`src/rtl/line_follow_steering_pid_assert.svh`:
```
// Assertion macros used by the sequencing module of the steering controller.
`ifndef LINE_FOLLOW_STEERING_PID_ASSERT_SVH
`define LINE_FOLLOW_STEERING_PID_ASSERT_SVH
`ifndef SYNTHESIS
// Same-cycle implication, checked on every rising clock edge outside reset.
`define LFSP_ASSERT_IMP(lbl, ante, cons) \
    lbl: assert property (@(posedge clk) disable iff (!rst_n) (ante) |-> (cons)) \
        else $error("lfsp: same-cycle check failed");
// Next-cycle implication, checked on every rising clock edge outside reset.
`define LFSP_ASSERT_NXT(lbl, ante, cons) \
    lbl: assert property (@(posedge clk) disable iff (!rst_n) (ante) |=> (cons)) \
        else $error("lfsp: next-cycle check failed");
`else
`define LFSP_ASSERT_IMP(lbl, ante, cons)
`define LFSP_ASSERT_NXT(lbl, ante, cons)
`endif
`endif

```
`src/rtl/lfsp_pkg.sv`:
```
// Shared types, widths and constants of the line-follow steering controller.
`default_nettype none

package lfsp_pkg;

    // Port widths
    localparam int IN_DATA_W  = 32;
    localparam int OUT_DATA_W = 32;
    localparam int CFG_IDX_W  = 3;
    localparam int CFG_DATA_W = 24;

    // Field widths
    localparam int LIGHT_W  = 10;
    localparam int ANGLE_W  = 16;
    localparam int LIMIT_W  = 15;
    localparam int SPEED_W  = 8;
    localparam int FRONT_W  = 16;
    localparam int ERR_W    = 11;
    localparam int DIFF_W   = 12;
    localparam int SUM_W    = 32;

    // Datapath widths
    localparam int MUL_A_W  = 25;
    localparam int MUL_B_W  = 32;
    localparam int PROD_W   = MUL_A_W + MUL_B_W;
    localparam int ACC_W    = PROD_W + 1;
    localparam int FRAC_W   = 24;
    localparam int GAIN_SH  = 16;
    localparam int TURN_W   = 42;
    localparam int SCALE_W  = 8;
    localparam int SCALED_W = TURN_W + SCALE_W + 1;
    localparam int PWMV_W   = TURN_W + 1;

    // Steering command scale and turn clamp (+-65536.0 in Q.24)
    localparam int     TURN_SCALE = 50;
    localparam longint TURN_LIM   = 64'sd1 <<< 40;

    // On-off front motor PWM magnitude
    localparam int FRONT_PWM = 100;

    typedef enum logic [1:0] {
        MODE_ONOFF_R = 2'd0,
        MODE_ONOFF_L = 2'd1,
        MODE_PID_R   = 2'd2,
        MODE_PID_L   = 2'd3
    } mode_t;

    typedef enum logic [2:0] {
        REG_MODE      = 3'd0,
        REG_THRESHOLD = 3'd1,
        REG_BASE      = 3'd2,
        REG_MAX_LEFT  = 3'd3,
        REG_MAX_RIGHT = 3'd4,
        REG_GAIN_P    = 3'd5,
        REG_GAIN_I    = 3'd6,
        REG_GAIN_D    = 3'd7
    } reg_idx_t;

    typedef struct packed {
        mode_t              mode;
        logic [9:0]         threshold;
        logic signed [7:0]  base_speed;
        logic [14:0]        max_left;
        logic [14:0]        max_right;
        logic [15:0]        gain_p;
        logic [23:0]        gain_i;
        logic [15:0]        gain_d;
    } cfg_t;

    typedef enum logic [3:0] {
        S_IDLE,
        S_MP,
        S_MI,
        S_MD,
        S_ACC,
        S_CLAMP,
        S_SCALE,
        S_DONE
    } state_t;

    typedef enum logic [1:0] {
        MUL_P,
        MUL_I,
        MUL_D
    } mul_sel_t;

    typedef struct packed {
        logic     load;
        logic     mul_en;
        mul_sel_t mul_sel;
        logic     acc_clear;
        logic     acc_add;
        logic     clamp;
        logic     scale;
        logic     out_load;
    } dp_cmd_t;

endpackage

`default_nettype wire

```
`src/rtl/lfsp_cfg.sv`:
```
// Configuration register file of the line-follow steering controller.
`default_nettype none

module lfsp_cfg (
    input  wire logic                            clk,
    input  wire logic                            rst_n,
    input  wire logic                            cfg_we,
    input  wire logic [lfsp_pkg::CFG_IDX_W-1:0]  cfg_index,
    input  wire logic [lfsp_pkg::CFG_DATA_W-1:0] cfg_wdata,
    output lfsp_pkg::cfg_t                       cfg
);

    lfsp_pkg::cfg_t cfg_reg;

    // Each register keeps only the low bits of the written word.
    always_ff @(posedge clk or negedge rst_n)
    begin
        if (!rst_n)
        begin
            cfg_reg.mode       <= lfsp_pkg::MODE_PID_R;
            cfg_reg.threshold  <= 10'd512;
            cfg_reg.base_speed <= 8'sd0;
            cfg_reg.max_left   <= 15'd0;
            cfg_reg.max_right  <= 15'd0;
            cfg_reg.gain_p     <= 16'd64;
            cfg_reg.gain_i     <= 24'd0;
            cfg_reg.gain_d     <= 16'd1600;
        end
        else if (cfg_we)
        begin
            case (lfsp_pkg::reg_idx_t'(cfg_index))
                lfsp_pkg::REG_MODE:      cfg_reg.mode       <= lfsp_pkg::mode_t'(cfg_wdata[1:0]);
                lfsp_pkg::REG_THRESHOLD: cfg_reg.threshold  <= cfg_wdata[9:0];
                lfsp_pkg::REG_BASE:      cfg_reg.base_speed <= signed'(cfg_wdata[7:0]);
                lfsp_pkg::REG_MAX_LEFT:  cfg_reg.max_left   <= cfg_wdata[14:0];
                lfsp_pkg::REG_MAX_RIGHT: cfg_reg.max_right  <= cfg_wdata[14:0];
                lfsp_pkg::REG_GAIN_P:    cfg_reg.gain_p     <= cfg_wdata[15:0];
                lfsp_pkg::REG_GAIN_I:    cfg_reg.gain_i     <= cfg_wdata[23:0];
                lfsp_pkg::REG_GAIN_D:    cfg_reg.gain_d     <= cfg_wdata[15:0];
                default:                 cfg_reg            <= cfg_reg;
            endcase
        end
    end

    assign cfg = cfg_reg;

endmodule

`default_nettype wire

```
`config.mk`:
```
export PLATFORM = sky130hd
export DESIGN_NAME = lfsp_cfg
export DESIGN_NICKNAME = d
export VERILOG_FILES = /design/src/rtl/line_follow_steering_pid_assert.svh /design/src/rtl/lfsp_pkg.sv /design/src/rtl/lfsp_cfg.sv
export SDC_FILE = /design/constraint.sdc
export NUM_CORES = 1
export LEC_CHECK = 0
export ABC_AREA = 1
export BUFFER_PORTS_ARGS = -buffer_cell sky130_fd_sc_hd__buf_2
export CAP_MARGIN = 20
export CORE_MARGIN = 2
export CORE_UTILIZATION = 45
export CTS_CLUSTER_DIAMETER = 80
export DETAILED_ROUTE_END_ITERATION = 10
export PLACE_DENSITY = 0.74
export SYNTH_ARGS = -nofsm -noshare
export SYNTH_HDL_FRONTEND = slang
export SYNTH_SLANG_ARGS = --single-unit
```
`constraint.sdc`:
```
create_clock -name clk -period 0.85 [get_ports clk]
set_input_delay 0.085 -clock clk [delete_from_list [all_inputs] [get_ports clk]]
set_output_delay 0.085 -clock clk [all_outputs]
set_load 0.05 [all_outputs]
```
# After elaboration in Yosys (flattened, before gate mapping)
# Cells that the tools add are included.
# word_totals
register_bits	106
n_memories	0
ramBits	0
latchBits	0
in_bits	30
rom_bits	0
# classes
n_mul	0
n_lt_le_gt_ge	0
n_reduce_logical	9
n_mux	0
div	0
add_sub_neg	0
shifts	0
bitwise_logic	0
eq_ne	7
# op_table
cell	count
$reduce_and A2 Y1	8
$eq A3 B3 Y1 const B	4
$eq A3 B2 Y1 const B	2
$eq A3 B1 Y1 const B	1
$logic_not A3 Y1	1

# Logic depth before layout (Yosys ltp)
# depth
ltp_word	2
depth_mapped	6
mapped_depth_nobuf	5

# Least setup slack after synthesis
# OpenSTA, ideal clock, no wires.
# synth_path
kind	input-to-reg
start	in cfg_index[0] (netlist bit)
end	reg cfg_reg (netlist bit cfg[60])
cell_stages	5
arrival_time_ps	782
setup_time_ps	119
n_path_buf	1
path_slack_ps	-51
required_time_ps	731
cell_sequence	nor2_2 -> nand2_1 -> buf_2 -> nand2_1 -> nand2_1
# synth_via
elab_chain_cells	2
# synth_lines
element	line_no	text
start, declared	lfsp_cfg.sv:8	input wire logic [lfsp_pkg::CFG_IDX_W-1:0] cfg_index,
$eq A3 B3 Y1	lfsp_cfg.sv:31	case (lfsp_pkg::reg_idx_t'(cfg_index))
$reduce_and A2 Y1 (no line)	n/a	
end signal, assigned	lfsp_cfg.sv:40	default: cfg_reg <= cfg_reg;
end, declared	lfsp_cfg.sv:13	lfsp_pkg::cfg_t cfg_reg;
# No other way between the ends.
# A chain may end at the register's enable or synchronous reset.

# Final worst setup path
# layout_path
start	reg cfg_reg (netlist bit cfg[105])
end	out cfg[105] (netlist bit)
# layout_lines
element	line_no	text
end, declared	lfsp_cfg.sv:10	output lfsp_pkg::cfg_t cfg
# No word-level cell between the ends.

==> impl_metrics.prom <==
# TYPE chip_impl_metric gauge
chip_impl_metric{name="drt-total-wl",unit="mm"} 12.8
chip_impl_info{name="status",value="finished with violations"} 1
chip_impl_metric{name="synth_sequential_area_ratio",unit="%"} 64.5
chip_impl_metric{name="initial_antenna_violation_count",unit=""} 0
chip_impl_metric{name="largest_register_ffs",unit=""} 106
chip_impl_metric{name="timing.final.crit_share",unit="%"} 138
chip_impl_metric{name="drtPass1Iterations",unit=""} 5
chip_impl_metric{name="p_leak",unit="nW"} 3.67
chip_impl_metric{name="worstPathArrival",unit="ns"} 1.09
chip_impl_metric{name="grt_start_max_net_pins",unit=""} 38
chip_impl_metric{name="worstSkewPairLatency",unit="ns"} 0.36
chip_impl_metric{name="hold_violations",unit=""} 0
chip_impl_metric{name="cts-htree-levels",unit=""} 3
chip_impl_metric{name="vdd.ir_drop.worst",unit="uV"} 1850
chip_impl_metric{name="synthesis.area_per_instance",unit="sq um"} 8.79
chip_impl_metric{name="mappedNetlistNets",unit=""} 499
chip_impl_metric{name="max_clock_freq",unit="MHz"} 854
chip_impl_metric{name="crit_required",unit="ns"} 0.76
chip_impl_metric{name="layoutNonFillerInstCount",unit=""} 807
chip_impl_info{name="violations",value="setup timing"} 1
chip_impl_metric{name="avgRoutedWirePerCell",unit="um"} 15.8
chip_impl_metric{name="power.switching",unit="mW"} 7.48
chip_impl_info{name="synth.area.top_cells",value="sky130_fd_sc_hd__dfrtp_1, sky130_fd_sc_hd__nand2_1, sky130_fd_sc_hd__nand3_1, sky130_fd_sc_hd__dfstp_2, sky130_fd_sc_hd__buf_2"} 1
chip_impl_metric{name="cts_inserted_buffers",unit=""} 9
chip_impl_metric{name="drt_iter0_drc",unit=""} 154
chip_impl_metric{name="cp_slowest_stage_delay",unit="ns"} 0.57
chip_impl_metric{name="via_per_inst",unit=""} 4.96
chip_impl_metric{name="start_util",unit="%"} 46.8
chip_impl_metric{name="synth.top_cell.area_share",unit="%"} 60.7
chip_impl_info{name="rsz0062_at_grt",value="yes"} 1
chip_impl_metric{name="post-route-min-period",unit="ns"} 1.17
chip_impl_metric{name="final_area",unit="sq um"} 6630
chip_impl_metric{name="intPower",unit="mW"} 10.3
chip_impl_info{name="final_common_cell",value="sky130_fd_sc_hd__nand2_1"} 1
chip_impl_info{name="worstPathCellList",value="buf_8"} 1
chip_impl_metric{name="synth.ff_latch_count",unit=""} 106
chip_impl_metric{name="groute.usage.overall",unit="%"} 25.7
chip_impl_metric{name="area_growth",unit="%"} 60.9
chip_impl_info{name="tritoncts",value="done"} 1
chip_impl_metric{name="finalSetupViolations",unit=""} 112
chip_impl_metric{name="placed_cells_incl_taps",unit=""} 714
chip_impl_metric{name="crit_fanout",unit=""} 2
chip_impl_info{name="mostFrequentLayoutCells",value="sky130_fd_sc_hd__nand2_1, sky130_fd_sc_hd__buf_6, sky130_fd_sc_hd__dfrtp_1"} 1
chip_impl_metric{name="slew-limit-headroom",unit="%"} 76.4
chip_impl_metric{name="power.share.switching",unit="%"} 42.1
chip_impl_metric{name="die_extent_in_y",unit="um"} 99.7
chip_impl_metric{name="synth_area",unit="sq um"} 4120
chip_impl_metric{name="synth_warnings",unit=""} 0
chip_impl_info{name="synth_top_area_cell",value="sky130_fd_sc_hd__dfrtp_1"} 1
chip_impl_info{name="hold_wc_path_type",value="input pin to register"} 1
chip_impl_metric{name="rows",unit=""} 34
chip_impl_metric{name="longest_clk_path_bufs",unit=""} 2
chip_impl_metric{name="route.vias.total",unit=""} 4001
chip_impl_info{name="cpLargestDelayFamily",value="flip-flops"} 1
chip_impl_metric{name="drt_drc_violations_left",unit=""} 0
chip_impl_metric{name="design.final.nets",unit=""} 724
chip_impl_info{name="start_kind",value="register"} 1
chip_impl_info{name="clock_tree.root_cell",value="sky130_fd_sc_hd__clkbuf_8"} 1
chip_impl_metric{name="synthDistinctLibCells",unit=""} 14
chip_impl_metric{name="final-max-slew-violation-count",unit=""} 0
chip_impl_metric{name="cap_viol_max_count",unit=""} 0
chip_impl_info{name="timing.setup.critical_path_class",value="register to output port"} 1
chip_impl_metric{name="grt_first_pass_wirelength",unit="mm"} 19.8
chip_impl_metric{name="buffers_added_on_ports",unit=""} 135
chip_impl_metric{name="power.density_cell_area",unit="nW/um^2"} 2680
chip_impl_metric{name="finalHoldWorstSlack",unit="ns"} 0.0161
chip_impl_metric{name="place_hpwl",unit="mm"} 7.86
chip_impl_metric{name="antenna_left",unit=""} 0
chip_impl_metric{name="skew",unit="ns"} 0
chip_impl_metric{name="die_width",unit="um"} 99.7
chip_impl_metric{name="cp_num_buf_inv",unit=""} 1
chip_impl_metric{name="postSynthCellCount",unit=""} 469
chip_impl_metric{name="antenna-diode-count",unit=""} 0
chip_impl_metric{name="clkTransAtPathRegs",unit="ns"} 0.11
chip_impl_metric{name="placedInstanceArea",unit="sq um"} 5120
chip_impl_metric{name="tightestPinTransition",unit="ns"} 0.353
chip_impl_info{name="worst_setup_path_end_kind",value="output port"} 1
chip_impl_info{name="crit_slowest_cell",value="sky130_fd_sc_hd__dfstp_2"} 1
chip_impl_metric{name="cts.sinks",unit=""} 106
chip_impl_metric{name="floorplan.core_area",unit="sq um"} 8810
chip_impl_metric{name="clock_power_share",unit="%"} 16.6
chip_impl_metric{name="setup_total_negative_slack",unit="ns"} -19.06
chip_impl_metric{name="layout-drive-gt1-share",unit="%"} 36.1
chip_impl_metric{name="first_global_vias",unit=""} 3954
chip_impl_metric{name="finalWeightedCongestion",unit=""} 0.806
chip_impl_metric{name="share_seq_of_total_power",unit="%"} 38.2
chip_impl_metric{name="combinationalPowerShare",unit="%"} 45.1
chip_impl_metric{name="design.die.area",unit="sq um"} 9950
chip_impl_metric{name="layout_setup_ws",unit="ns"} -0.320
chip_impl_metric{name="io-pin-count",unit=""} 136
chip_impl_metric{name="globalRouteOverflowTotal",unit=""} 0
==> per-stage QoR <==
stage | util (%) | worst slack (ns) | total power, mW
floorplan | - | -0.0168 | 10.8
global placement | 58.2 | -0.157 | 12.4
detailed placement | 58.2 | -0.249 | 12.5
CTS | 72.2 | -0.330 | 17.2
global route | 75.3 | -0.354 | 18.5
finish | 75.3 | -0.320 | 17.8
==> cell families after synthesis <==
kind of cell,Yosys count,synth area share (%)
buf+inv,24,2.97
flops,106,64.5
simple gates,339,32.5
==> power by group through the flow <==
stage | Sequential [mW] | Clock, mW | Combinational, mW
after global routing | 6.88 | 3.23 | 8.40
after CTS | 6.76 | 3.00 | 7.48
after detailed placement | 6.61 | 0 | 5.90
final | 6.79 | 2.95 | 8.01
after global placement | 6.58 | 0 | 5.81
after floorplan | 9.97 | 0 | 0.871
==> Yosys cell counts, drive strengths merged <==
| cell type | instances |
|---|---|
| nand2 | 296 |
| dfstp | 6 |
| clkbuf | 4 |
| inv | 6 |
| nor2 | 8 |
| nand3 | 35 |
| dfrtp | 100 |
| buf | 14 |
==> worst paths after layout <==
path,from,endpoint,slack [ns],cells past startpoint
worst max-delay path,cfg[105],cfg[105],-0.32,1
worst min-delay path,cfg_wdata[3],cfg[74],0.02,3
worst max register to register,cfg[88],cfg[88],-0.08,4
worst min register to register,cfg[103],cfg[103],0.48,2
max in group asynchronous,rst_n,cfg[103],0.20,3
min in group asynchronous,rst_n,cfg[31],0.10,2
==> layer usage <==
layer / track usage [%] / vias up / wire length (um)
met5: 0 / - / 0
met4: 7.38 / 0 / 182
met3: 6.47 / 21 / 990
met2: 44.7 / 171 / 6610
met1: 31.9 / 1922 / 4990
li1: - / 1887 / -
==> repair_timing <==
| item | 4_1_cts | 5_1_grt |
|---|---|---|
| endpoints found under the setup margin | 106 | 106 |
| resized for setup | 218 | 5 |
| hold buffers | 17 | 0 |
| pin swaps | 0 | 4 |
| hold endpoints to repair | 133 | 0 |
| buffers inserted | 25 | 35 |
==> layout make-up <==
cell class	instances	area, sq um
clock buffers	10	138
multi-input cells	339	1360
flip-flops and latches	106	2660
repair buffers	232	2270
inverters	6	25.0
well taps	108	135
fillers	589	2170
clock inverters	6	50.0
Power figures use the tool's default switching activity.
