[src/rtl/line_follow_steering_pid_assert.svh]
// Assertion macros used by the sequencing module of the steering controller.
`ifndef LINE_FOLLOW_STEERING_PID_ASSERT_SVH
`define LINE_FOLLOW_STEERING_PID_ASSERT_SVH
`ifndef SYNTHESIS
// Same-cycle implication, checked on every rising clock edge outside reset.
`define LFSP_ASSERT_IMP(lbl, ante, cons) \
    lbl: assert property (@(posedge clk) disable iff (!rst_n) (ante) |-> (cons)) \
        else $error("lfsp: same-cycle check failed");
// Next-cycle implication, checked on every rising clock edge outside reset.
`define LFSP_ASSERT_NXT(lbl, ante, cons) \
    lbl: assert property (@(posedge clk) disable iff (!rst_n) (ante) |=> (cons)) \
        else $error("lfsp: next-cycle check failed");
`else
`define LFSP_ASSERT_IMP(lbl, ante, cons)
`define LFSP_ASSERT_NXT(lbl, ante, cons)
`endif
`endif

[src/rtl/lfsp_pkg.sv]
// Shared types, widths and constants of the line-follow steering controller.
`default_nettype none

package lfsp_pkg;

    // Port widths
    localparam int IN_DATA_W  = 32;
    localparam int OUT_DATA_W = 32;
    localparam int CFG_IDX_W  = 3;
    localparam int CFG_DATA_W = 24;

    // Field widths
    localparam int LIGHT_W  = 10;
    localparam int ANGLE_W  = 16;
    localparam int LIMIT_W  = 15;
    localparam int SPEED_W  = 8;
    localparam int FRONT_W  = 16;
    localparam int ERR_W    = 11;
    localparam int DIFF_W   = 12;
    localparam int SUM_W    = 32;

    // Datapath widths
    localparam int MUL_A_W  = 25;
    localparam int MUL_B_W  = 32;
    localparam int PROD_W   = MUL_A_W + MUL_B_W;
    localparam int ACC_W    = PROD_W + 1;
    localparam int FRAC_W   = 24;
    localparam int GAIN_SH  = 16;
    localparam int TURN_W   = 42;
    localparam int SCALE_W  = 8;
    localparam int SCALED_W = TURN_W + SCALE_W + 1;
    localparam int PWMV_W   = TURN_W + 1;

    // Steering command scale and turn clamp (+-65536.0 in Q.24)
    localparam int     TURN_SCALE = 50;
    localparam longint TURN_LIM   = 64'sd1 <<< 40;

    // On-off front motor PWM magnitude
    localparam int FRONT_PWM = 100;

    typedef enum logic [1:0] {
        MODE_ONOFF_R = 2'd0,
        MODE_ONOFF_L = 2'd1,
        MODE_PID_R   = 2'd2,
        MODE_PID_L   = 2'd3
    } mode_t;

    typedef enum logic [2:0] {
        REG_MODE      = 3'd0,
        REG_THRESHOLD = 3'd1,
        REG_BASE      = 3'd2,
        REG_MAX_LEFT  = 3'd3,
        REG_MAX_RIGHT = 3'd4,
        REG_GAIN_P    = 3'd5,
        REG_GAIN_I    = 3'd6,
        REG_GAIN_D    = 3'd7
    } reg_idx_t;

    typedef struct packed {
        mode_t              mode;
        logic [9:0]         threshold;
        logic signed [7:0]  base_speed;
        logic [14:0]        max_left;
        logic [14:0]        max_right;
        logic [15:0]        gain_p;
        logic [23:0]        gain_i;
        logic [15:0]        gain_d;
    } cfg_t;

    typedef enum logic [3:0] {
        S_IDLE,
        S_MP,
        S_MI,
        S_MD,
        S_ACC,
        S_CLAMP,
        S_SCALE,
        S_DONE
    } state_t;

    typedef enum logic [1:0] {
        MUL_P,
        MUL_I,
        MUL_D
    } mul_sel_t;

    typedef struct packed {
        logic     load;
        logic     mul_en;
        mul_sel_t mul_sel;
        logic     acc_clear;
        logic     acc_add;
        logic     clamp;
        logic     scale;
        logic     out_load;
    } dp_cmd_t;

endpackage

`default_nettype wire

[src/rtl/lfsp_ctrl.sv]
// Sequencing state machine and output handshake of the steering controller.
`default_nettype none

`include "line_follow_steering_pid_assert.svh"

module lfsp_ctrl (
    input  wire logic        clk,
    input  wire logic        rst_n,
    input  wire logic        s_valid,
    output logic             s_ready,
    output logic             m_valid,
    input  wire logic        m_ready,
    output lfsp_pkg::dp_cmd_t cmd
);

    lfsp_pkg::state_t state_reg;
    lfsp_pkg::state_t state_next;
    logic             out_valid_reg;
    logic             out_valid_next;
    logic             out_free;

    assign out_free = !out_valid_reg || m_ready;

    // State register and output beat valid flag.
    always_ff @(posedge clk or negedge rst_n)
    begin
        if (!rst_n)
        begin
            state_reg     <= lfsp_pkg::S_IDLE;
            out_valid_reg <= 1'b0;
        end
        else
        begin
            state_reg     <= state_next;
            out_valid_reg <= out_valid_next;
        end
    end

    // Next state: one fixed pass through the multiply sequence per beat.
    always_comb
    begin
        state_next = state_reg;
        case (state_reg)
            lfsp_pkg::S_IDLE:
            begin
                if (s_valid)
                begin
                    state_next = lfsp_pkg::S_MP;
                end
            end
            lfsp_pkg::S_MP:    state_next = lfsp_pkg::S_MI;
            lfsp_pkg::S_MI:    state_next = lfsp_pkg::S_MD;
            lfsp_pkg::S_MD:    state_next = lfsp_pkg::S_ACC;
            lfsp_pkg::S_ACC:   state_next = lfsp_pkg::S_CLAMP;
            lfsp_pkg::S_CLAMP: state_next = lfsp_pkg::S_SCALE;
            lfsp_pkg::S_SCALE: state_next = lfsp_pkg::S_DONE;
            lfsp_pkg::S_DONE:
            begin
                if (out_free)
                begin
                    state_next = lfsp_pkg::S_IDLE;
                end
            end
            default:           state_next = lfsp_pkg::S_IDLE;
        endcase
    end

    // Datapath commands and handshake outputs.
    always_comb
    begin
        cmd         = '0;
        cmd.mul_sel = lfsp_pkg::MUL_P;
        s_ready     = 1'b0;
        case (state_reg)
            lfsp_pkg::S_IDLE:
            begin
                s_ready  = 1'b1;
                cmd.load = s_valid;
            end
            lfsp_pkg::S_MP:
            begin
                cmd.mul_en  = 1'b1;
                cmd.mul_sel = lfsp_pkg::MUL_P;
            end
            lfsp_pkg::S_MI:
            begin
                cmd.mul_en    = 1'b1;
                cmd.mul_sel   = lfsp_pkg::MUL_I;
                cmd.acc_clear = 1'b1;
            end
            lfsp_pkg::S_MD:
            begin
                cmd.mul_en  = 1'b1;
                cmd.mul_sel = lfsp_pkg::MUL_D;
                cmd.acc_add = 1'b1;
            end
            lfsp_pkg::S_ACC:   cmd.acc_add  = 1'b1;
            lfsp_pkg::S_CLAMP: cmd.clamp    = 1'b1;
            lfsp_pkg::S_SCALE: cmd.scale    = 1'b1;
            lfsp_pkg::S_DONE:  cmd.out_load = out_free;
            default:           cmd          = '0;
        endcase
    end

    // The output beat stays until taken; a new result refills it.
    always_comb
    begin
        if (cmd.out_load)
        begin
            out_valid_next = 1'b1;
        end
        else if (m_ready)
        begin
            out_valid_next = 1'b0;
        end
        else
        begin
            out_valid_next = out_valid_reg;
        end
    end

    assign m_valid = out_valid_reg;

    `LFSP_ASSERT_NXT(a_accept_starts, s_valid && s_ready, state_reg == lfsp_pkg::S_MP)
    `LFSP_ASSERT_NXT(a_done_loads, (state_reg == lfsp_pkg::S_DONE) && out_free, out_valid_reg && (state_reg == lfsp_pkg::S_IDLE))
    `LFSP_ASSERT_IMP(a_clamp_order, state_reg == lfsp_pkg::S_CLAMP, $past(state_reg) == lfsp_pkg::S_ACC)

endmodule

`default_nettype wire

[config.mk]
export PLATFORM = sky130hd
export DESIGN_NAME = lfsp_ctrl
export DESIGN_NICKNAME = d
export VERILOG_FILES = /design/src/rtl/lfsp_pkg.sv /design/src/rtl/lfsp_ctrl.sv
export VERILOG_INCLUDE_DIRS = /design/src /design/src/rtl
export SDC_FILE = /design/constraint.sdc
export NUM_CORES = 1
export LEC_CHECK = 0
export BUFFER_PORTS_ARGS = -buffer_cell sky130_fd_sc_hd__buf_2
export CAP_MARGIN = 20
export CORE_AREA = 2 2 39 41
export DETAILED_ROUTE_END_ITERATION = 12
export DIE_AREA = 0 0 41 43
export PLACE_DENSITY = 0.54
export REMOVE_ABC_BUFFERS = 1
export SYNTH_ARGS = -nofsm -noshare
export SYNTH_HDL_FRONTEND = slang
export SYNTH_SLANG_ARGS = --single-unit
[constraint.sdc]
create_clock -name clk -period 1.01 [get_ports clk]
set_input_delay 0.0505 -clock clk [delete_from_list [all_inputs] [get_ports clk]]
set_output_delay 0.0505 -clock clk [all_outputs]
set_load 0.03 [all_outputs]
After elaboration in Yosys (flattened, before gate mapping)
Cells that the tools add are included.
{ "classes": {"n_eq_ne": 9, "muxes": 13, "n_reduce_logical": 6} }
{ "ops": {"columns": ["cell", "count"], "rows": [
  ["$pmux W4 S8", 1],
  ["$eq A4 B3 Y1 const B", 4],
  ["$mux W1", 9],
  ["$pmux W3 S3", 1],
  ["$eq A4 B2 Y1 const B", 2],
  ["$mux W4", 2],
  ["$eq A4 B1 Y1 const B", 1],
  ["$logic_not A4 Y1", 1],
  ["$ne A2 B2 Y1 const B", 2],
  ["$reduce_and A2 Y1", 1],
  ["$reduce_bool A2 Y1", 1],
  ["$reduce_or A2 Y1", 1],
  ["$logic_not A1 Y1", 1],
  ["$logic_or A1 B1 Y1", 1]
]} }
{ "word_totals": {"elab_cells": 30, "reg_bits": 5, "out_inout_bits": 11} }

Logic depth before layout (Yosys ltp)
Gate-level depths: netlist of the first run.
{ "logic_depth": {"ltp_word": 4, "ltp_mapped": 4, "depth_no_buf": 2} }

Least setup slack after synthesis of the first run
OpenSTA, ideal clock, no wires.
{ "synth_timing": {"kind": "reg2out", "start": "register state_reg[1]", "end": "output port cmd[8] in the netlist's numbering", "path_buffers": 1, "slack_ns": -0.371, "t_arrival_ns": 1.331, "path_stages_with_launch": 4, "path_cell_list": "dfrtp_1 -> buf_6 -> nor3_2 -> and2_1"} }
{ "synth_lines": {"columns": ["element", "line_no", "source"], "rows": [
  ["start, declared", "lfsp_ctrl.sv:16", "lfsp_pkg::state_t state_reg;"],
  ["start signal, assigned", "lfsp_ctrl.sv:29", "state_reg <= lfsp_pkg::S_IDLE;"],
  ["start signal, assigned", "lfsp_ctrl.sv:34", "state_reg <= state_next;"],
  ["end, declared", "lfsp_ctrl.sv:13", "output lfsp_pkg::dp_cmd_t cmd"]
]} }

==> key figures, run 1 <==
Finish
  – Final Net Count: between 60 and 70
  – Final Non-Filler Cells: 74
  – Area growth from synthesis to layout: 92.6%
  – Antenna diodes: 0
  – Area of the multi-input gates: between 200 and 250 µm²
  – Sequential cell area in the final layout: roughly 100 µm²
  – Share of layout cells above drive strength 1: a little under 80%
  – Filler Cells Inserted: 147
  – Flip-flop count of the largest register, all copies and words added: 3

Timing
  – Hold violation total from the final report: 0
  – Final number of max-transition violations: 0
  – Max-slew headroom at the worst pin: slightly below 90%
  – Final setup violation count: 11
  – Tmin final: roughly 1.3 ns
  – Maximum clock skew at final layout: between 0.003 and 0.004 ns
  – Worst Hold Margin: 0.120 ns
  – Final period utilization: 129%
  – Worst Tran Pin Value: 0.190 ns
  – Unrepaired setup endpoints after global routing: yes
  – Fmax: 0.769 GHz
  – Min setup slack post-route: -0.290 ns

Power
  – Clock network fraction of design power: 7.9%
  – Sequential share of power: between 15 and 20%
  – Net switching power: 1.09 mW
  – Power per Cell Area: slightly above 4000 nW/µm²
  – Internal power: roughly 1.3 mW
  – Lkg Pwr: 0.281 nW
  – Fraction of power consumed by combinational cells: 75.3%
  – IR Drop Worst-Case VDD: between 1.5 and 2 mV
  – Sw frac: a little under half

Worst setup path
  – Critical-path maximum fanout: 7
  – Master of the slowest instance on the critical path: sky130_fd_sc_hd__dfrtp_2
  – R2R Path Start: state_reg[2]
  – CP endpoint kind: primary output
  – Worst EP arrival: between 1 and 1.5 ns
  – Dominant delay contributor by cell family on the critical path: flip-flops
  – CP Buf/Inv Count: 1
  – Worst setup path category: reg2out
  – CP Data Required Time: around 0.96 ns
  – Kind of start point of the critical path: flop
  – Ordered cell list for the critical path: and2_4 -> mux2_4 -> buf_6
  – Delay of the slowest cell on the worst path: between 0.4 and 0.5 ns
  – Worst setup path startpoint: state_reg[1]

Yosys
  – Synth Cell Area: 305 µm²
  – Netlist cell types: 20
  – Post-Synthesis Cells: 32
  – Number of synthesis warnings: 0
  – Mean instance size in the synthesized netlist: around 9.5 µm²
  – Register bit total from synthesis: 4
  – Sequential share of the synthesized area: 32.8%

CTS
  – Clock Path Buffers: 2
  – TritonCTS clock tree: yes
  – CTS Root Cell: sky130_fd_sc_hd__clkbuf_4
  – Num CTS Buffers: 3
  – Clock transition at the registers of the reported paths: 0.03 ns
  – Clock latency reported for the late side of the worst-skew pair: 0.23 ns
  – Clock sink total: 4
  – H-tree depth: 1

Global routing
  – Global route overflow: 0
  – Total global routing track utilization: a little under an eighth
  – Vias in the first global route: 330
  – Pin count of the biggest net entering global routing: 8
  – Number of antenna violations at the first check in global routing: 0
  – Wire length of the first global-routing pass: between 1 and 1.5 mm

Floorplanning
  – Horizontal die dimension: 41 µm
  – Die span in y: 43 µm
  – Number of primary I/O pins: 15
  – Rows: 14
  – Starting density of the core: 22.1%
  – Core region area: about 1400 µm²
  – Floorplan die area: 1760 µm²

Run status
  – Failing checks: setup timing
  – Status: finished, violations left

Detailed routing
  – Average detailed-routed wire length per instance: about 12 µm
  – Vias after detailed routing: 333
  – Post-route DRC: 0
  – Initial detailed-routing violation count: 2
  – Vias per inst: around 4.5
  – Drt first pass iters: 3
  – Wire length reported by the detailed router: between 800 and 900 µm
  – Number of antenna-violating nets in the routed design: 0

Placed design
  – Cell total after placement: 66
  – HPWL after detailed placement: between 500 and 600 µm
  – Count of input and output buffers: 14
  – Final weighted congestion in routability-driven placement: ~0.8

Hold path
  – Worst Hold Class: in2reg
  – Origin of the worst min-delay path: s_valid

Flow run
  – Count of maximum capacitance violations: 0
==> per-layer routing <==
layer | track usage [%] | part of all wire, %
met4 | 6.00 | 0.69
met3 | 6.81 | 6.8
met1 | 13.6 | 40
met2 | 16.9 | 52
met5 | 0 | 0
==> cells in the final DEF, fill, tap and decap left out, drive strengths merged <==
| master | count |
|---|---|
| nor3 | 1 |
| and3b | 1 |
| buf | 26 |
| nor3b | 2 |
| nand3 | 1 |
| o221ai | 1 |
| nand2 | 2 |
| clkbuf | 3 |
| a21oi | 3 |
| dlygate4sd3 | 1 |
| nor2 | 4 |
| nand3b | 1 |
| nand2b | 1 |
| and2 | 3 |
| dfrtp | 4 |
| and3 | 1 |
| nor2b | 1 |
| mux2 | 1 |
| or2b | 1 |
==> repair_timing <==
item | in CTS | in global routing
setup buffers | 2 | 2
pin swaps | 4 | 5
hold buffers | 1 | 0
hold endpoints to repair | 4 | 0
endpoints found under the setup margin | 11 | 13
resized for setup | 22 | 11
==> power by group through the flow <==
stage               registers [mW]  clock network (mW)  logic [mW]
global route                 0.417               0.216        1.92
finish                       0.402               0.190        1.81
detailed placement           0.366                   0        1.25
floorplan                    0.447                   0       0.695
global placement             0.362                   0        1.26
CTS                          0.394               0.201        1.56
==> kinds of logic after synthesis <==
family,synth area share (%)
mux,4.92
flops,32.8
buf+inv,13.5
compound gates,9.83
simple gates,38.9
==> per-stage QoR <==
stage	total power, mW	worst slack (ns)	setup TNS (ns)	utilization [%]	instance area, µm²
floorplan	1.14	-0.417	-1.45	-	264
global placement	1.62	-0.0742	-0.364	29.9	414
detailed placement	1.62	-0.0823	-0.331	29.9	414
CTS	2.15	-0.292	-2.19	38.3	531
global route	2.56	-0.331	-2.74	42.5	588
finish	2.40	-0.290	-2.16	42.5	588
==> worst paths after layout <==
check	to	slack [ns]	cells past startpoint
worst min-delay path	state_reg[0]	0.12	3
min in group asynchronous	m_valid	0.16	2
worst min register to register	state_reg[1]	0.59	2
max in group asynchronous	state_reg[1]	0.71	2
worst max register to register	state_reg[0]	-0.01	4
worst max-delay path	cmd[3]	-0.29	3
==> final cells by class <==
cell class	count	share of cell area [%]
clock buffers	3	3.83
multi-input cells	24	36.4
flip-flops and latches	4	17.4
well taps	16	3.40
repair buffers	27	38.9
==> synthesized netlist by cell type <==
library cell               n  share of area, %
sky130_fd_sc_hd__nand3_1   1               1.6
sky130_fd_sc_hd__mux2_4    1               4.9
sky130_fd_sc_hd__and2_1    3               6.1
sky130_fd_sc_hd__o221ai_2  1               4.9
sky130_fd_sc_hd__dfrtp_1   4                33
sky130_fd_sc_hd__nor3_2    1               3.3
sky130_fd_sc_hd__nor2_2    1               2.1
sky130_fd_sc_hd__a21oi_1   3               4.9
sky130_fd_sc_hd__nand3b_1  1               2.5
sky130_fd_sc_hd__nor2b_1   1               2.1
sky130_fd_sc_hd__nor3b_1   2               4.9
sky130_fd_sc_hd__or2b_1    1               2.5
sky130_fd_sc_hd__and3b_1   1               2.9
sky130_fd_sc_hd__nand2b_1  1               2.1
sky130_fd_sc_hd__nand2_1   1               1.2
sky130_fd_sc_hd__nand2_2   1               2.1
sky130_fd_sc_hd__and3_1    1               2.1
sky130_fd_sc_hd__nor2_1    3               3.7
sky130_fd_sc_hd__buf_4     1               2.5
sky130_fd_sc_hd__buf_6     3                11
==> worst min-delay path, cell delays in order <==
cell and delay [ns]:
sky130_fd_sc_hd__buf_2 0.09, sky130_fd_sc_hd__nor2_1 0.04, sky130_fd_sc_hd__o221ai_2 0.13
Note: power is estimated with default switching activity, not from simulation.
==> run 2: changes to the inputs <==
--- a/config.mk
+++ b/config.mk
@@ -12,6 +12,7 @@
 export DETAILED_ROUTE_END_ITERATION = 12
 export DIE_AREA = 0 0 41 43
 export PLACE_DENSITY = 0.54
+export RECOVER_POWER = 100
 export REMOVE_ABC_BUFFERS = 1
 export SYNTH_ARGS = -nofsm -noshare
 export SYNTH_HDL_FRONTEND = slang
==> run 2 against run 1 <==
The run still ends with setup timing left. Wire length down 0.12%. Sequential power about the same. Non-clock buffer count stayed put. Clock skew stayed put. Global-route usage is the same. Critical path type unchanged. Count of clock-buffer cells in the layout is the same. Maximum frequency stayed put. Utilization shrank 0.090 points.
==> key figures, run 2 (synthesis results as in run 1) <==
Run status
  – Status: finished, violations left (unchanged)
  – Failing checks: setup timing (unchanged)

CTS
  – CTS Root Cell: sky130_fd_sc_hd__clkbuf_4 (unchanged)
  – Clock Path Buffers: 2 (unchanged)
  – Clock latency reported for the late side of the worst-skew pair: 0.23 ns (about the same)
  – Num CTS Buffers: 3 (unchanged)
  – TritonCTS clock tree: yes (unchanged)
  – Clock sink total: 4 (unchanged)
  – Clock transition at the registers of the reported paths: 0.03 ns (about the same)
  – H-tree depth: 1 (unchanged)

Worst setup path
  – R2R Path Start: state_reg[2] (unchanged)
  – CP Data Required Time: 0.96 ns (about the same)
  – Kind of start point of the critical path: flop (unchanged)
  – Worst EP arrival: 1.25 ns (about the same)
  – CP endpoint kind: primary output (unchanged)
  – Worst setup slack for register-to-register paths: -0.01 ns (about the same)
  – Critical-path maximum fanout: 7 (unchanged)
  – Worst setup path category: reg2out (unchanged)
  – Worst setup path startpoint: state_reg[1] (unchanged)

Placed design
  – Cell total after placement: 66 (unchanged)
  – HPWL after detailed placement: 543 µm (unchanged)
  – Final weighted congestion in routability-driven placement: 0.817 (unchanged)
  – Count of input and output buffers: 14 (unchanged)

Power
  – Lkg Pwr: 0.278 nW (was 0.281 nW)
  – IR Drop Worst-Case VDD: 1.69 mV (about the same)
  – Power per Cell Area: 4090 nW/µm² (was 4080 nW/µm²)
  – PnR Total Power: 2.40 mW (about the same)

Timing
  – Fmax: 0.769 GHz (unchanged)
  – Final number of max-transition violations: 0 (unchanged)
  – Tmin final: 1.30 ns (unchanged)
  – Final period utilization: 129% (unchanged)
  – Sum of negative setup slack: -2.16 ns (about the same)
  – Worst Tran Pin Value: 0.228 ns (was 0.190 ns)
  – Unrepaired setup endpoints after global routing: yes (unchanged)
  – Final setup violation count: 11 (unchanged)
  – Maximum clock skew at final layout: 0.00308 ns (unchanged)
  – Min setup slack post-route: -0.290 ns (unchanged)
  – Max-slew headroom at the worst pin: 84.8% (was 87.4%)
  – Worst Hold Margin: 0.120 ns (unchanged)
  – Hold violation total from the final report: 0 (unchanged)

Global routing
  – Global route overflow: 0 (unchanged)
  – Pin count of the biggest net entering global routing: 8 (unchanged)
  – Vias in the first global route: 330 (unchanged)
  – Number of antenna violations at the first check in global routing: 0 (unchanged)
  – Total global routing track utilization: 11.9% (unchanged)
  – Wire length of the first global-routing pass: 1.35 mm (unchanged)

Finish
  – Filler Cells Inserted: 146 (was 147)
  – Antenna diodes: 0 (unchanged)
  – Most common cell after layout, fill and taps aside: sky130_fd_sc_hd__buf_4 (unchanged)
  – Share of layout cells above drive strength 1: 75.9% (was 77.6%)
  – Share of the core filled with cells: 42.4% (was 42.5%)
  – Final Non-Filler Cells: 74 (unchanged)
  – Most used cells in the layout excluding fill and tap cells: sky130_fd_sc_hd__buf_4, sky130_fd_sc_hd__buf_6, sky130_fd_sc_hd__and2_4, sky130_fd_sc_hd__clkbuf_4 (was sky130_fd_sc_hd__buf_4, sky130_fd_sc_hd__buf_6, sky130_fd_sc_hd__buf_2)
  – Area growth from synthesis to layout: 92.2% (was 92.6%)
  – Sequential cell area in the final layout: 103 µm² (unchanged)
  – Area of the multi-input gates: 214 µm² (unchanged)
  – Final Net Count: 64 (unchanged)
  – Flip-flop count of the largest register, all copies and words added: 3 (unchanged)

Floorplanning
  – Rows: 14 (unchanged)
  – Number of primary I/O pins: 15 (unchanged)
  – Starting density of the core: 22.1% (unchanged)
  – Floorplan die area: 1760 µm² (unchanged)
  – Core region area: 1380 µm² (unchanged)
  – Horizontal die dimension: 41 µm (unchanged)
  – Die span in y: 43 µm (unchanged)

Detailed routing
  – Wire length reported by the detailed router: 868 µm (was 869 µm)
  – Vias per inst: 4.51 (was 4.50)
  – Average detailed-routed wire length per instance: 11.7 µm (about the same)
  – Post-route DRC: 0 (unchanged)
  – Vias after detailed routing: 334 (was 333)
  – Drt first pass iters: 3 (unchanged)
  – Initial detailed-routing violation count: 2 (unchanged)
  – Number of antenna-violating nets in the routed design: 0 (unchanged)

Hold path
  – Origin of the worst min-delay path: s_valid (unchanged)
  – Worst Hold Class: in2reg (unchanged)

Flow run
  – Count of maximum capacitance violations: 0 (unchanged)
run 2: cell types whose count changed in the layout (fill, tap and decap cells not counted):
cell / delta
sky130_fd_sc_hd__buf_2: -2
sky130_fd_sc_hd__clkbuf_1: +1
sky130_fd_sc_hd__clkbuf_2: +1
run 2: final timing paths:
check / endpoint / depth (start not counted)
hold / removal: state_reg[0] / 3
min in group asynchronous: m_valid / 2
hold reg to reg: state_reg[1] / 2
setup reg to reg: state_reg[0] / 4
setup / recovery: cmd[3] / 3
max in group asynchronous: state_reg[1] / 2
run 2: layout make-up:
class,instances,share of cell area [%]
clock buffer,3,3.84
multi-input combinational,24,36.5
sequential,4,17.5
tap,16,3.41
timing repair buffer,27,38.8
run 2: where the power goes:
group	internal, mW	leakage (nW)	total [mW]	switching [mW]
clock network	0.132	0.0138	0.190	0.0579
logic	0.925	0.220	1.81	0.883
registers	0.252	0.0444	0.403	0.151
run 2: per-layer routing:
layer	GRT usage [%]	up-vias	part of all wire (%)
li1	-	161	-
met1	13.6	159	40
met2	16.9	12	53
met3	6.81	2	6.7
met4	6.00	0	0.69
met5	0	-	0
run 2: metrics by stage:
step	cell area, µm²	setup slack (ns)
after global placement	414	-0.0742
final	587	-0.290
after detailed placement	414	-0.0823
after floorplan	264	-0.417
after global routing	587	-0.331
after CTS	531	-0.292
run 2: worst max-delay path: stages, from the launching register on:
cell and delay (ns):
sky130_fd_sc_hd__dfrtp_2 0.45, sky130_fd_sc_hd__and2_4 0.16, sky130_fd_sc_hd__mux2_4 0.26, sky130_fd_sc_hd__buf_6 0.14
run 2: repair_timing:
item                       CTS  global route
hold endpoints to repair     4             0
pin swaps                    4             5
resized for setup           22            11
setup buffers                2             2
hold buffers                 1             0
setup endpoints to repair   11            13
==> run 3: changes to the inputs <==
--- a/config.mk
+++ b/config.mk
@@ -13,7 +13,6 @@
 export DIE_AREA = 0 0 41 43
 export PLACE_DENSITY = 0.54
 export RECOVER_POWER = 100
-export REMOVE_ABC_BUFFERS = 1
 export SYNTH_ARGS = -nofsm -noshare
 export SYNTH_HDL_FRONTEND = slang
 export SYNTH_SLANG_ARGS = --single-unit
==> run 3 against run 2 <==
The flow still finishes with violations (setup timing). Sequential share of layout area rose by 0.053 points. Sequential cell count did not move. Critical path depth stayed put. Cell area up 2.1%. Highest routed layer unchanged. Clock power up 16%. Die area unchanged. Register-to-register slack worse by 0.04 ns. Largest cell class unchanged. Utilization is 0.90 points higher.
==> key figures, run 3 (synthesis results as in run 1) <==
Run status
  – Status: finished, violations left (unchanged)
  – Failing checks: setup timing (unchanged)

Worst setup path
  – Master of the slowest instance on the critical path: sky130_fd_sc_hd__dfrtp_2 (unchanged)
  – Delay of the slowest cell on the worst path: 0.43 ns (was 0.45 ns)
  – Worst EP arrival: 1.23 ns (was 1.25 ns)
  – CP Data Required Time: 0.96 ns (about the same)
  – Critical-path maximum fanout: 5 (was 7)
  – Ordered cell list for the critical path: and2_4 -> mux2_4 -> buf_6 (unchanged)
  – Worst setup path category: reg2out (unchanged)
  – Worst setup slack for register-to-register paths: -0.05 ns (was -0.01 ns)
  – Kind of start point of the critical path: flop (unchanged)
  – CP endpoint kind: primary output (unchanged)

Timing
  – Max-slew headroom at the worst pin: 84.1% (was 84.8%)
  – Maximum clock skew at final layout: 0.00476 ns (was 0.00308 ns)
  – Final period utilization: 127% (was 129%)
  – Tmin final: 1.28 ns (was 1.30 ns)
  – Hold violation total from the final report: 0 (unchanged)
  – Final setup violation count: 12 (was 11)
  – Unrepaired setup endpoints after global routing: yes (unchanged)
  – Fmax: 0.779 GHz (was 0.769 GHz)
  – Worst Tran Pin Value: 0.238 ns (was 0.228 ns)
  – Final number of max-transition violations: 0 (unchanged)
  – Min setup slack post-route: -0.273 ns (was -0.290 ns)

Floorplanning
  – Die span in y: 43 µm (unchanged)
  – Rows: 14 (unchanged)
  – Core region area: 1380 µm² (unchanged)
  – Number of primary I/O pins: 15 (unchanged)
  – Starting density of the core: 22.1% (unchanged)
  – Floorplan die area: 1760 µm² (unchanged)
  – Horizontal die dimension: 41 µm (unchanged)

Detailed routing
  – Drt first pass iters: 4 (was 3)
  – Post-route DRC: 0 (unchanged)
  – Vias per inst: 4.36 (was 4.51)
  – Wire length reported by the detailed router: 748 µm (was 868 µm)
  – Number of antenna-violating nets in the routed design: 0 (unchanged)
  – Initial detailed-routing violation count: 1 (was 2)
  – Vias after detailed routing: 331 (was 334)
  – Average detailed-routed wire length per instance: 9.84 µm (was 11.7 µm)

Finish
  – Share of the core filled with cells: 43.3% (was 42.4%)
  – Final Non-Filler Cells: 76 (was 74)
  – Final Net Count: 65 (was 64)
  – Flip-flop count of the largest register, all copies and words added: 3 (unchanged)
  – Total non-filler cell area in the finished layout: 599 µm² (was 587 µm²)
  – Area growth from synthesis to layout: 96.3% (was 92.2%)
  – Most used cells in the layout excluding fill and tap cells: sky130_fd_sc_hd__buf_4, sky130_fd_sc_hd__buf_6, sky130_fd_sc_hd__dfrtp_2 (was sky130_fd_sc_hd__buf_4, sky130_fd_sc_hd__buf_6, sky130_fd_sc_hd__and2_4, sky130_fd_sc_hd__clkbuf_4)
  – Share of layout cells above drive strength 1: 75.0% (was 75.9%)
  – Antenna diodes: 0 (unchanged)
  – Most common cell after layout, fill and taps aside: sky130_fd_sc_hd__buf_4 (unchanged)

Global routing
  – Vias in the first global route: 306 (was 330)
  – Wire length of the first global-routing pass: 1.17 mm (was 1.35 mm)
  – Pin count of the biggest net entering global routing: 8 (unchanged)
  – Number of antenna violations at the first check in global routing: 0 (unchanged)
  – Total global routing track utilization: 10.3% (was 11.9%)
  – Global route overflow: 0 (unchanged)

CTS
  – Clock sink total: 4 (unchanged)
  – TritonCTS clock tree: yes (unchanged)
  – Clock Path Buffers: 2 (unchanged)
  – CTS Root Cell: sky130_fd_sc_hd__clkbuf_4 (unchanged)
  – Clock latency reported for the late side of the worst-skew pair: 0.24 ns (was 0.23 ns)
  – H-tree depth: 1 (unchanged)
  – Clock transition at the registers of the reported paths: 0.04 ns (was 0.03 ns)
  – Num CTS Buffers: 3 (unchanged)

Flow run
  – Count of maximum capacitance violations: 0 (unchanged)

Yosys
  – Post-Syn Nets: 36

Placed design
  – HPWL after detailed placement: 565 µm (was 543 µm)
  – Final weighted congestion in routability-driven placement: 0.648 (was 0.817)
  – Cell total after placement: 66 (unchanged)
  – Total placed instance area: 437 µm² (was 414 µm²)
  – Count of input and output buffers: 14 (unchanged)

Power
  – PnR Total Power: 2.42 mW (was 2.40 mW)
  – Power per Cell Area: 4030 nW/µm² (was 4090 nW/µm²)
  – Lkg Pwr: 0.283 nW (was 0.278 nW)
  – IR Drop Worst-Case VDD: 0.975 mV (was 1.69 mV)

Hold path
  – Worst Hold Class: in2reg (unchanged)
-- run 3: routing by layer --
metal,GRT usage [%],share of wire (%),vias up
li1,-,-,164
met1,9.77,38,156
met2,15.9,57,9
met3,1.57,2.3,2
met4,12.0,1.9,0
met5,0,0,-
-- run 3: where the power goes --
part,internal [mW],leakage [nW],switching (mW)
Combinational,0.928,0.225,0.877
Clock,0.149,0.0150,0.0713
Sequential,0.260,0.0422,0.132
-- run 3: what timing repair did --
action | CTS | global route
hold buffers | 1 | 0
endpoints found under the hold margin | 4 | 0
resized for setup | 20 | 10
pin swaps | 5 | 5
setup endpoints to repair | 11 | 12
setup buffers | 2 | 3
-- run 3: area by class of cell --
type	count	area, µm²
timing repair buffer	28	239
sequential	4	105
fill	135	785
tap	16	20.0
multi-input combinational	24	209
clock buffer	4	26.3
-- run 3: final timing paths --
check	from	endpoint	depth (start not counted)
worst max register to register	state_reg[0]	state_reg[0]	4
worst min register to register	m_valid	state_reg[1]	2
worst min-delay path	m_ready	state_reg[1]	3
min in group asynchronous	rst_n	m_valid	2
worst max-delay path	state_reg[0]	cmd[3]	3
max in group asynchronous	rst_n	state_reg[2]	2
-- run 3: metrics by stage --
step	hold WS, ns	setup TNS, ns	worst slack, ns
global placement	-0.138	-0.500	-0.0878
floorplan	-0.245	-0.366	-0.157
global route	0.0884	-2.84	-0.330
detailed placement	-0.134	-0.551	-0.0885
finish	0.0771	-2.20	-0.273
CTS	0.0757	-2.36	-0.288
-- run 3: critical path, delay by kind of cell, from the launching register on --
kind,cells,cell delay (ns)
buffers and inverters,1,0.14
and+or+nand+nor,1,0.17
muxes,1,0.26
DFF,1,0.43
